--- src/rtl/core/bsa_pkg.sv ---
`timescale 1ns / 1ps

package bsa_pkg;

   // The slot map is held as 32-bit words; one word is examined per cycle while no response stall holds the scan.
   localparam int WORD_W   = 32;
   localparam int OFFSET_W = 5;

   typedef enum logic [2:0] {
      ACT_SET       = 3'd0,
      ACT_CLEAR     = 3'd1,
      ACT_ALLOC     = 3'd2,
      ACT_TEST      = 3'd3,
      ACT_FIND      = 3'd4,
      ACT_CLEAR_ALL = 3'd5
   } action_type;

   typedef struct packed {
      logic                hit;
      logic [OFFSET_W-1:0] bit_idx;
   } scan_result_type;

endpackage

--- src/rtl/core/bsa_map_mem.sv ---
`timescale 1ns / 1ps

module bsa_map_mem
   import bsa_pkg::*;
#(
   parameter int WORDS  = 8,
   parameter int ADDR_W = 3
) (
   input  logic              clock,
   input  logic              wr_en,
   input  logic [ADDR_W-1:0] wr_addr,
   input  logic [WORD_W-1:0] wr_data,
   input  logic [ADDR_W-1:0] rd_addr,
   output logic [WORD_W-1:0] rd_data
);

   logic [WORD_W-1:0] mem [WORDS];
   logic [WORD_W-1:0] rd_data_ff;

   always_ff @(posedge clock) begin
      if (wr_en) begin
         mem[wr_addr] <= wr_data;
      end
   end

   always_ff @(posedge clock) begin
      rd_data_ff <= mem[rd_addr];
   end

   assign rd_data = rd_data_ff;

endmodule

--- src/rtl/core/bsa_scan_unit.sv ---
`timescale 1ns / 1ps

module bsa_scan_unit
   import bsa_pkg::*;
(
   input  logic [WORD_W-1:0]   word_data,
   input  logic                want_set,
   input  logic [OFFSET_W-1:0] start_bit,
   input  logic [WORD_W-1:0]   limit_mask,
   output scan_result_type     result
);

   logic [WORD_W-1:0] cand;

   // Lowest candidate bit at or above start_bit wins.
   always_comb begin
      cand   = (want_set ? word_data : ~word_data)
               & ({WORD_W{1'b1}} << start_bit) & limit_mask;
      result = '0;
      for (int i = WORD_W - 1; i >= 0; i--) begin
         if (cand[i]) begin
            result.hit     = 1'b1;
            result.bit_idx = OFFSET_W'(i);
         end
      end
   end

endmodule

--- src/rtl/core/bitmap_slot_allocator.sv ---
`timescale 1ns / 1ps

// Bitmap slot allocator. The map of SLOTS one-bit slots lives in a word-wide memory
// of ceil(SLOTS/32) 32-bit words with a single read and a single write port, and a
// small sequencer drives one shared find-first unit across it. Requests are taken
// only while the sequencer is idle. Set, clear and test read the word in the accept
// cycle and evaluate it in the scan state. Alloc and find-next scan word by word,
// starting at the word holding pos and stopping at the first hit or at the last
// word of the map. Clear-all rewrites the memory one word per cycle, and after
// reset the same sweep clears the map before the first request is accepted. A
// finished response sits in an output register. While it has not been taken,
// searches and single-slot actions wait, and a clear-all sweep waits at its last
// word. The response index carries the low eight bits of the slot number.

module bitmap_slot_allocator
   import bsa_pkg::*;
#(
   parameter int SLOTS = 256
) (
   input  logic       clock,
   input  logic       reset,
   input  logic       req_valid,
   output logic       req_ready,
   input  logic [2:0] req_action,
   input  logic [7:0] req_pos,
   output logic       rsp_valid,
   input  logic       rsp_ready,
   output logic [7:0] rsp_index,
   output logic       rsp_found,
   output logic       rsp_bit_value
);

   localparam int WORDS     = (SLOTS + WORD_W - 1) / WORD_W;
   localparam int WADDR_W   = (WORDS > 1) ? $clog2(WORDS) : 1;
   localparam int LAST_BITS = SLOTS - (WORDS - 1) * WORD_W;
   localparam logic [WORD_W-1:0] LAST_MASK = {WORD_W{1'b1}} >> (WORD_W - LAST_BITS);
   localparam logic [WADDR_W-1:0] LAST_WORD = WADDR_W'(WORDS - 1);

   typedef enum logic [3:0] {
      ST_IDLE   = 4'b0001,
      ST_SCAN   = 4'b0010,
      ST_FINISH = 4'b0100,
      ST_CLEAR  = 4'b1000
   } state_type;

   state_type           state_ff, state_in;
   action_type          act_ff, act_in;
   logic [OFFSET_W-1:0] offset_ff, offset_in;
   logic [WADDR_W-1:0]  cur_word_ff, cur_word_in;
   logic                first_ff, first_in;
   logic                clr_reply_ff, clr_reply_in;
   logic                rsp_valid_ff;
   logic [7:0]          rsp_index_ff;
   logic                rsp_found_ff;
   logic                rsp_bit_ff;

   logic                emit;
   logic [7:0]          emit_index;
   logic                emit_found;
   logic                emit_bit;

   logic                wr_en;
   logic [WADDR_W-1:0]  wr_addr;
   logic [WORD_W-1:0]   wr_data;
   logic [WADDR_W-1:0]  rd_addr;
   logic [WORD_W-1:0]   word_data;

   logic                stall;
   logic                last_word;
   logic                pos_inside;
   logic [WADDR_W-1:0]  start_word;
   logic                want_set;
   logic [OFFSET_W-1:0] scan_start;
   logic [WORD_W-1:0]   limit_mask;
   scan_result_type     scan;
   logic [7:0]          hit_index;

   bsa_map_mem #(
      .WORDS  (WORDS),
      .ADDR_W (WADDR_W)
   ) u_map (
      .clock   (clock),
      .wr_en   (wr_en),
      .wr_addr (wr_addr),
      .wr_data (wr_data),
      .rd_addr (rd_addr),
      .rd_data (word_data)
   );

   // Only the first word of a search starts mid-word; the last word hides the
   // bits that lie beyond the end of the map.
   assign want_set   = (act_ff == ACT_FIND);
   assign scan_start = first_ff ? offset_ff : '0;
   assign limit_mask = last_word ? LAST_MASK : {WORD_W{1'b1}};

   bsa_scan_unit u_scan (
      .word_data  (word_data),
      .want_set   (want_set),
      .start_bit  (scan_start),
      .limit_mask (limit_mask),
      .result     (scan)
   );

   assign stall      = rsp_valid_ff & ~rsp_ready;
   assign last_word  = (cur_word_ff == LAST_WORD);
   assign pos_inside = (32'(req_pos) < 32'(SLOTS));
   assign start_word = WADDR_W'(req_pos >> OFFSET_W);
   assign hit_index  = 8'({cur_word_ff, scan.bit_idx});
   assign req_ready  = (state_ff == ST_IDLE);

   always_comb begin
      state_in     = state_ff;
      act_in       = act_ff;
      offset_in    = offset_ff;
      cur_word_in  = cur_word_ff;
      first_in     = first_ff;
      clr_reply_in = clr_reply_ff;
      emit         = 1'b0;
      emit_index   = '0;
      emit_found   = 1'b0;
      emit_bit     = 1'b0;
      wr_en        = 1'b0;
      wr_addr      = cur_word_ff;
      wr_data      = word_data;
      rd_addr      = cur_word_ff;

      case (state_ff)
         ST_IDLE: begin
            // The word holding pos is read in the accept cycle itself.
            rd_addr = pos_inside ? start_word : '0;
            if (req_valid) begin
               act_in      = action_type'(req_action);
               offset_in   = req_pos[OFFSET_W-1:0];
               cur_word_in = pos_inside ? start_word : '0;
               first_in    = 1'b1;
               case (action_type'(req_action))
                  ACT_SET, ACT_CLEAR, ACT_ALLOC, ACT_TEST, ACT_FIND: begin
                     state_in = pos_inside ? ST_SCAN : ST_FINISH;
                  end
                  ACT_CLEAR_ALL: begin
                     state_in     = ST_CLEAR;
                     cur_word_in  = '0;
                     clr_reply_in = 1'b1;
                  end
                  default: begin
                     state_in = ST_FINISH;
                  end
               endcase
            end
         end

         ST_SCAN: begin
            // Prefetch the following word so a miss moves on one word per cycle when not stalled.
            // While stalled the current word is read again and stays in place.
            rd_addr = (stall || last_word) ? cur_word_ff : cur_word_ff + 1'b1;
            if (!stall) begin
               case (act_ff)
                  ACT_SET: begin
                     wr_en              = 1'b1;
                     wr_data[offset_ff] = 1'b1;
                     emit               = 1'b1;
                     state_in           = ST_IDLE;
                  end
                  ACT_CLEAR: begin
                     wr_en              = 1'b1;
                     wr_data[offset_ff] = 1'b0;
                     emit               = 1'b1;
                     state_in           = ST_IDLE;
                  end
                  ACT_TEST: begin
                     emit_bit = word_data[offset_ff];
                     emit     = 1'b1;
                     state_in = ST_IDLE;
                  end
                  ACT_ALLOC, ACT_FIND: begin
                     if (scan.hit) begin
                        if (act_ff == ACT_ALLOC) begin
                           wr_en                 = 1'b1;
                           wr_data[scan.bit_idx] = 1'b1;
                        end
                        emit_index = hit_index;
                        emit_found = 1'b1;
                        emit       = 1'b1;
                        state_in   = ST_IDLE;
                     end else if (last_word) begin
                        emit     = 1'b1;
                        state_in = ST_IDLE;
                     end else begin
                        cur_word_in = cur_word_ff + 1'b1;
                        first_in    = 1'b0;
                     end
                  end
                  default: begin
                     emit     = 1'b1;
                     state_in = ST_IDLE;
                  end
               endcase
            end
         end

         ST_FINISH: begin
            if (!stall) begin
               emit     = 1'b1;
               state_in = ST_IDLE;
            end
         end

         ST_CLEAR: begin
            // One word cleared per cycle; rewriting the last word while the
            // response waits is harmless.
            wr_en   = 1'b1;
            wr_data = '0;
            if (last_word) begin
               if (!clr_reply_ff) begin
                  state_in = ST_IDLE;
               end else if (!stall) begin
                  emit         = 1'b1;
                  clr_reply_in = 1'b0;
                  state_in     = ST_IDLE;
               end
            end else begin
               cur_word_in = cur_word_ff + 1'b1;
            end
         end

         default: begin
            state_in     = ST_CLEAR;
            cur_word_in  = '0;
            clr_reply_in = 1'b0;
         end
      endcase
   end

   always_ff @(posedge clock) begin
      if (reset) begin
         state_ff     <= ST_CLEAR;
         cur_word_ff  <= '0;
         clr_reply_ff <= 1'b0;
         first_ff     <= 1'b0;
      end else begin
         state_ff     <= state_in;
         cur_word_ff  <= cur_word_in;
         clr_reply_ff <= clr_reply_in;
         first_ff     <= first_in;
      end
   end

   always_ff @(posedge clock) begin
      act_ff    <= act_in;
      offset_ff <= offset_in;
   end

   // The response register frees the sequencer from the consumer's pace.
   always_ff @(posedge clock) begin
      if (reset) begin
         rsp_valid_ff <= 1'b0;
      end else if (emit) begin
         rsp_valid_ff <= 1'b1;
      end else if (rsp_ready) begin
         rsp_valid_ff <= 1'b0;
      end
   end

   always_ff @(posedge clock) begin
      if (emit) begin
         rsp_index_ff <= emit_index;
         rsp_found_ff <= emit_found;
         rsp_bit_ff   <= emit_bit;
      end
   end

   assign rsp_valid     = rsp_valid_ff;
   assign rsp_index     = rsp_index_ff;
   assign rsp_found     = rsp_found_ff;
   assign rsp_bit_value = rsp_bit_ff;

endmodule

--- config.mk ---
export PLATFORM = sky130hd
export DESIGN_NAME = bitmap_slot_allocator
export DESIGN_NICKNAME = d
export VERILOG_FILES = /design/src/rtl/core/bsa_pkg.sv /design/src/rtl/core/bsa_map_mem.sv /design/src/rtl/core/bsa_scan_unit.sv /design/src/rtl/core/bitmap_slot_allocator.sv
export SDC_FILE = /design/constraint.sdc
export NUM_CORES = 1
export LEC_CHECK = 0
export BUFFER_PORTS_ARGS = -buffer_cell sky130_fd_sc_hd__buf_4
export CORE_ASPECT_RATIO = 0.8
export CORE_MARGIN = 2
export CORE_UTILIZATION = 35
export DETAILED_ROUTE_END_ITERATION = 12
export GPL_TIMING_DRIVEN = 0
export SYNTH_ARGS = -nofsm -noshare
export SYNTH_HDL_FRONTEND = slang
export SYNTH_SLANG_ARGS = --single-unit
--- constraint.sdc ---
create_clock -name clock -period 12.7 [get_ports clock]
set_input_delay 0.635 -clock clock [delete_from_list [all_inputs] [get_ports clock]]
set_output_delay 0.635 -clock clock [all_outputs]
set_load 0.005 [all_outputs]
==> results by group <==
Clock tree
  – Post-CTS setup buffer count: 0
  – CTS tree: yes
  – CTS resizes: 0
  – Clk_lat worst skew: between 0.5 and 0.6 ns
  – Worst-path clk slew: roughly 0.06 ns
  – Root buffer cell: clkbuf_16
  – Clock Path Buffers: 3
  – CTS buffer count: 34
  – Hold_buf cts: 0
  – Clock net sink count: between 300 and 400
  – H-tree depth: 2

Synthesis
  – Netlist cell types: approximately 90
  – Sequential area share after synthesis: roughly 57%
  – Post-synth net total: 1556
  – Area share of fa/ha/maj cells after synthesis: less than 1%
  – Compound-Gate Fraction of Synth Area: between 15 and 20%
  – Synth Area in Simple Gates: approximately a fifth
  – Post-synth top flop: edfxtp_1
  – Warnings, synthesis: 0
  – Area contributors post-synth: edfxtp_1 (52%), nand2_1 (7.3%), dfxtp_1 (5.3%)
  – Synthesized area per cell: approximately 10 um^2
  – Synth area leader: edfxtp_1
  – Number of flops mapped to enable cells by yosys: roughly 270
  – Most frequent cell after synthesis: nand2_1
  – Main combinational cell family by area after synthesis: simple AND/OR/NAND/NOR gates
  – Commonest cells post-synth: nand2_1 (311), edfxtp_1 (274), nor2_1 (93)
  – Post-synthesis mux area share: 1.68%
  – FF+latch count, synth: between 300 and 400
  – Mapped Cells: around 1500
  – Post-synthesis xor/xnor area fraction: less than 1%
  – Synth Cell Area: between 15000 and 20000 um^2
  – Synth async-reset ratio: 0%
  – Share of the synthesized area in the top cell type: between 50% and 60%

Placement
  – RD Place Congestion: 0.985
  – Post-DP HPWL: ~38 mm
  – Number of I/O port buffers: 26
  – Placed cell area: ~17000 um^2
  – DP Cell Count: ~2200

Power and ir drop
  – Worst vdd ir: ~0.14 mV
  – Clock share of power: 22.6%
  – Pleak: roughly 0.0062 uW
  – Comb power frac: ~40%
  – PwrDens: around 230 nW/um^2
  – Sw frac: between 30% and 40%
  – Register share of total power: approximately 38%
  – Psw: 1640 uW
  – P_int: between 2000 and 3000 uW
  – Final Power: 4240 uW

Setup path
  – R2r startpoint: offset_ff[1]$_DFFE_PP_
  – R2r setup slk: about 7.6 ns
  – Critical Path AT: approximately 5.2 ns
  – Reg2reg path depth: 12
  – Crit path max fanout: 10
  – Crit path required time: about 13 ns
  – Critical Path End Type: flop
  – Worst reg2reg endpoint: u_map.mem[0][12]$_DFFE_PP_
  – CP Launch Type: flop
  – Crit path kind: flop to flop

Final layout
  – Final #Nets: 1649
  – Fillcell total: 4330
  – Post-Layout Inst Area: ~18000 um^2
  – Area Overhead vs Synth: 15.1%
  – Antenna diodes: 0
  – Final std cells w/o fill: roughly 2300
  – Layout cells sized above 1: approximately 13%

Route
  – Drt total wl: just over 50 mm
  – Vias: between 10000 and 15000
  – First-pass detailed-route iteration total: 6
  – Number of remaining DRC errors: 0
  – Detailed Route Iter0 Violations: about 1600
  – Post-DR wirelength/cell: 22.9 um
  – DR vias/cell: ~5.9
  – Antenna viol nets, final: 0

Run
  – MaxCap Viol Count: 0

Min path
  – HP Start: req_pos[2]
  – HP Class: input pin to flop
  – Hold depth: 1
  – Hold path endpoint: offset_ff[2]$_DFFE_PP_

STA
  – Final clock skew: ~0.015 ns
  – Fin. Hold Viols: 0
  – Final setup viols: 0
  – RSZ-0062 raised after global routing: no
  – Min Hold Slack: a little under 0.3 ns
  – Setup Total Neg Slack: 0 ns
  – Fmax achieved: 196 MHz
  – Worst Tran Pin Value: 1.30 ns
  – Max-slew violation count: 0
  – Tcrit/Tclk final: 40.1%
  – Minimum clock period: roughly 5.1 ns
  – Slew margin rel.: 12.4%

Floorplanning
  – Die width: between 200 and 250 um
  – DIE HEIGHT: 195 um
  – I/O pin count: 27
  – Initial Util: a little over a third
  – Core Area: approximately 45000 um^2
  – Standard-cell rows: a little under 70
  – Area of the die: 47100 um^2

Global routing
  – Largest net degree at the start of global routing: 15
  – First-pass GRT wire length: a little under 80 mm
  – Global route overflow: 0
  – Gr usage total: about a fifth
  – Initial antenna violation count: 0
  – Vias in the first global route: 12400

Status
  – Status: complete, no violations
==> power by group through the flow <==
stage               clock network [uW]  logic [uW]  registers (uW)
global route                      1010        1810            1620
CTS                                973        1660            1600
detailed placement                   0        1650            1620
floorplan                            0        1060            1570
finish                             958        1680            1610
global placement                     0        1560            1650
==> flip-flops by register name, summed over array words and instances, names as in the netlist, 3 cells and up <==
register,count
u_map.mem,256
u_map.rd_data,32
rsp_index,8
offset_ff,5
state_ff,4
act_ff,3
cur_word_ff,3
==> kinds of logic after synthesis <==
logic type               Yosys count
adder cells (fa/ha/maj)            2
multiplexers                      16
AO/OA/AOI/OAI                    389
XOR/XNOR                          14
AND/OR/NAND/NOR                  662
flip-flops                       316
buffers and inverters            140
==> critical path, cell delays in order, from the launching register on <==
cell      delay, ns
edfxtp_1       0.33
buf_2          0.23
buf_1          0.49
nand2b_1       0.18
clkbuf_1       0.62
nor2_1         0.27
and3_1         0.25
nor3_1         0.30
nand4_1        0.17
o21ai_2        0.34
o21ai_2        0.21
buf_2          0.29
o31ai_1        1.02
==> worst max-delay path by stage <==
stage | start | to | slack [ns] | cells past startpoint
after floorplan | act_ff[0]$_DFFE_PP_ | u_map.mem[0][0]$_DFFE_PP_ | 6.71 | 11
after global placement | act_ff[0]$_DFFE_PP_ | u_map.mem[1][11]$_DFFE_PP_ | 2.83 | 11
after detailed placement | offset_ff[1]$_DFFE_PP_ | u_map.mem[5][12]$_DFFE_PP_ | 7.85 | 12
after CTS | offset_ff[1]$_DFFE_PP_ | u_map.mem[6][12]$_DFFE_PP_ | 7.84 | 12
after global routing | offset_ff[1]$_DFFE_PP_ | u_map.mem[0][12]$_DFFE_PP_ | 7.48 | 12
final | offset_ff[1]$_DFFE_PP_ | u_map.mem[0][12]$_DFFE_PP_ | 7.61 | 12
==> per-layer routing <==
metal	part of all wire [%]	vias to the layer above	track usage [%]	routed length [um]
li1	-	5954	-	-
met1	46	6572	32.4	23900
met2	42	664	30.9	21800
met3	9.4	83	3.87	4860
met4	2.0	0	5.17	1060
met5	0	-	0	0
==> cells in the final DEF, fill, tap and decap left out, drive strengths merged, types with 13 or more instances in the layout <==
| cell type | count |
|---|---|
| a21oi | 66 |
| a311oi | 33 |
| a31o | 32 |
| a31oi | 18 |
| and2 | 16 |
| and3 | 40 |
| buf | 92 |
| clkbuf | 142 |
| dfxtp | 42 |
| edfxtp | 274 |
| inv | 16 |
| nand2 | 311 |
| nand3 | 85 |
| nor2 | 94 |
| nor2b | 14 |
| nor3 | 31 |
| o21ai | 92 |
| o31ai | 20 |
| xnor2 | 13 |
==> per-stage QoR <==
stage	utilization, %	setup WS, ns
3_3_place_gp	37.7	2.83
4_1_cts	41.0	7.84
5_1_grt	41.0	7.48
3_5_place_dp	38.6	7.85
2_1_floorplan	-	6.71
6_report	41.0	7.61
==> cell type report <==
type                            instances  area [um^2]  area share, %
Buffer                                126          519           2.84
Clock buffer                           51         1020           5.56
Clock inverter                         10         65.1          0.356
Inverter                               14         52.6          0.287
Multi-Input combinational cell       1083         6300           34.4
Sequential cell                       316         9070           49.6
Tap cell                              603          754           4.13
Timing Repair Buffer                   57          514           2.81
No activity file was read; power rests on OpenSTA's default activity.
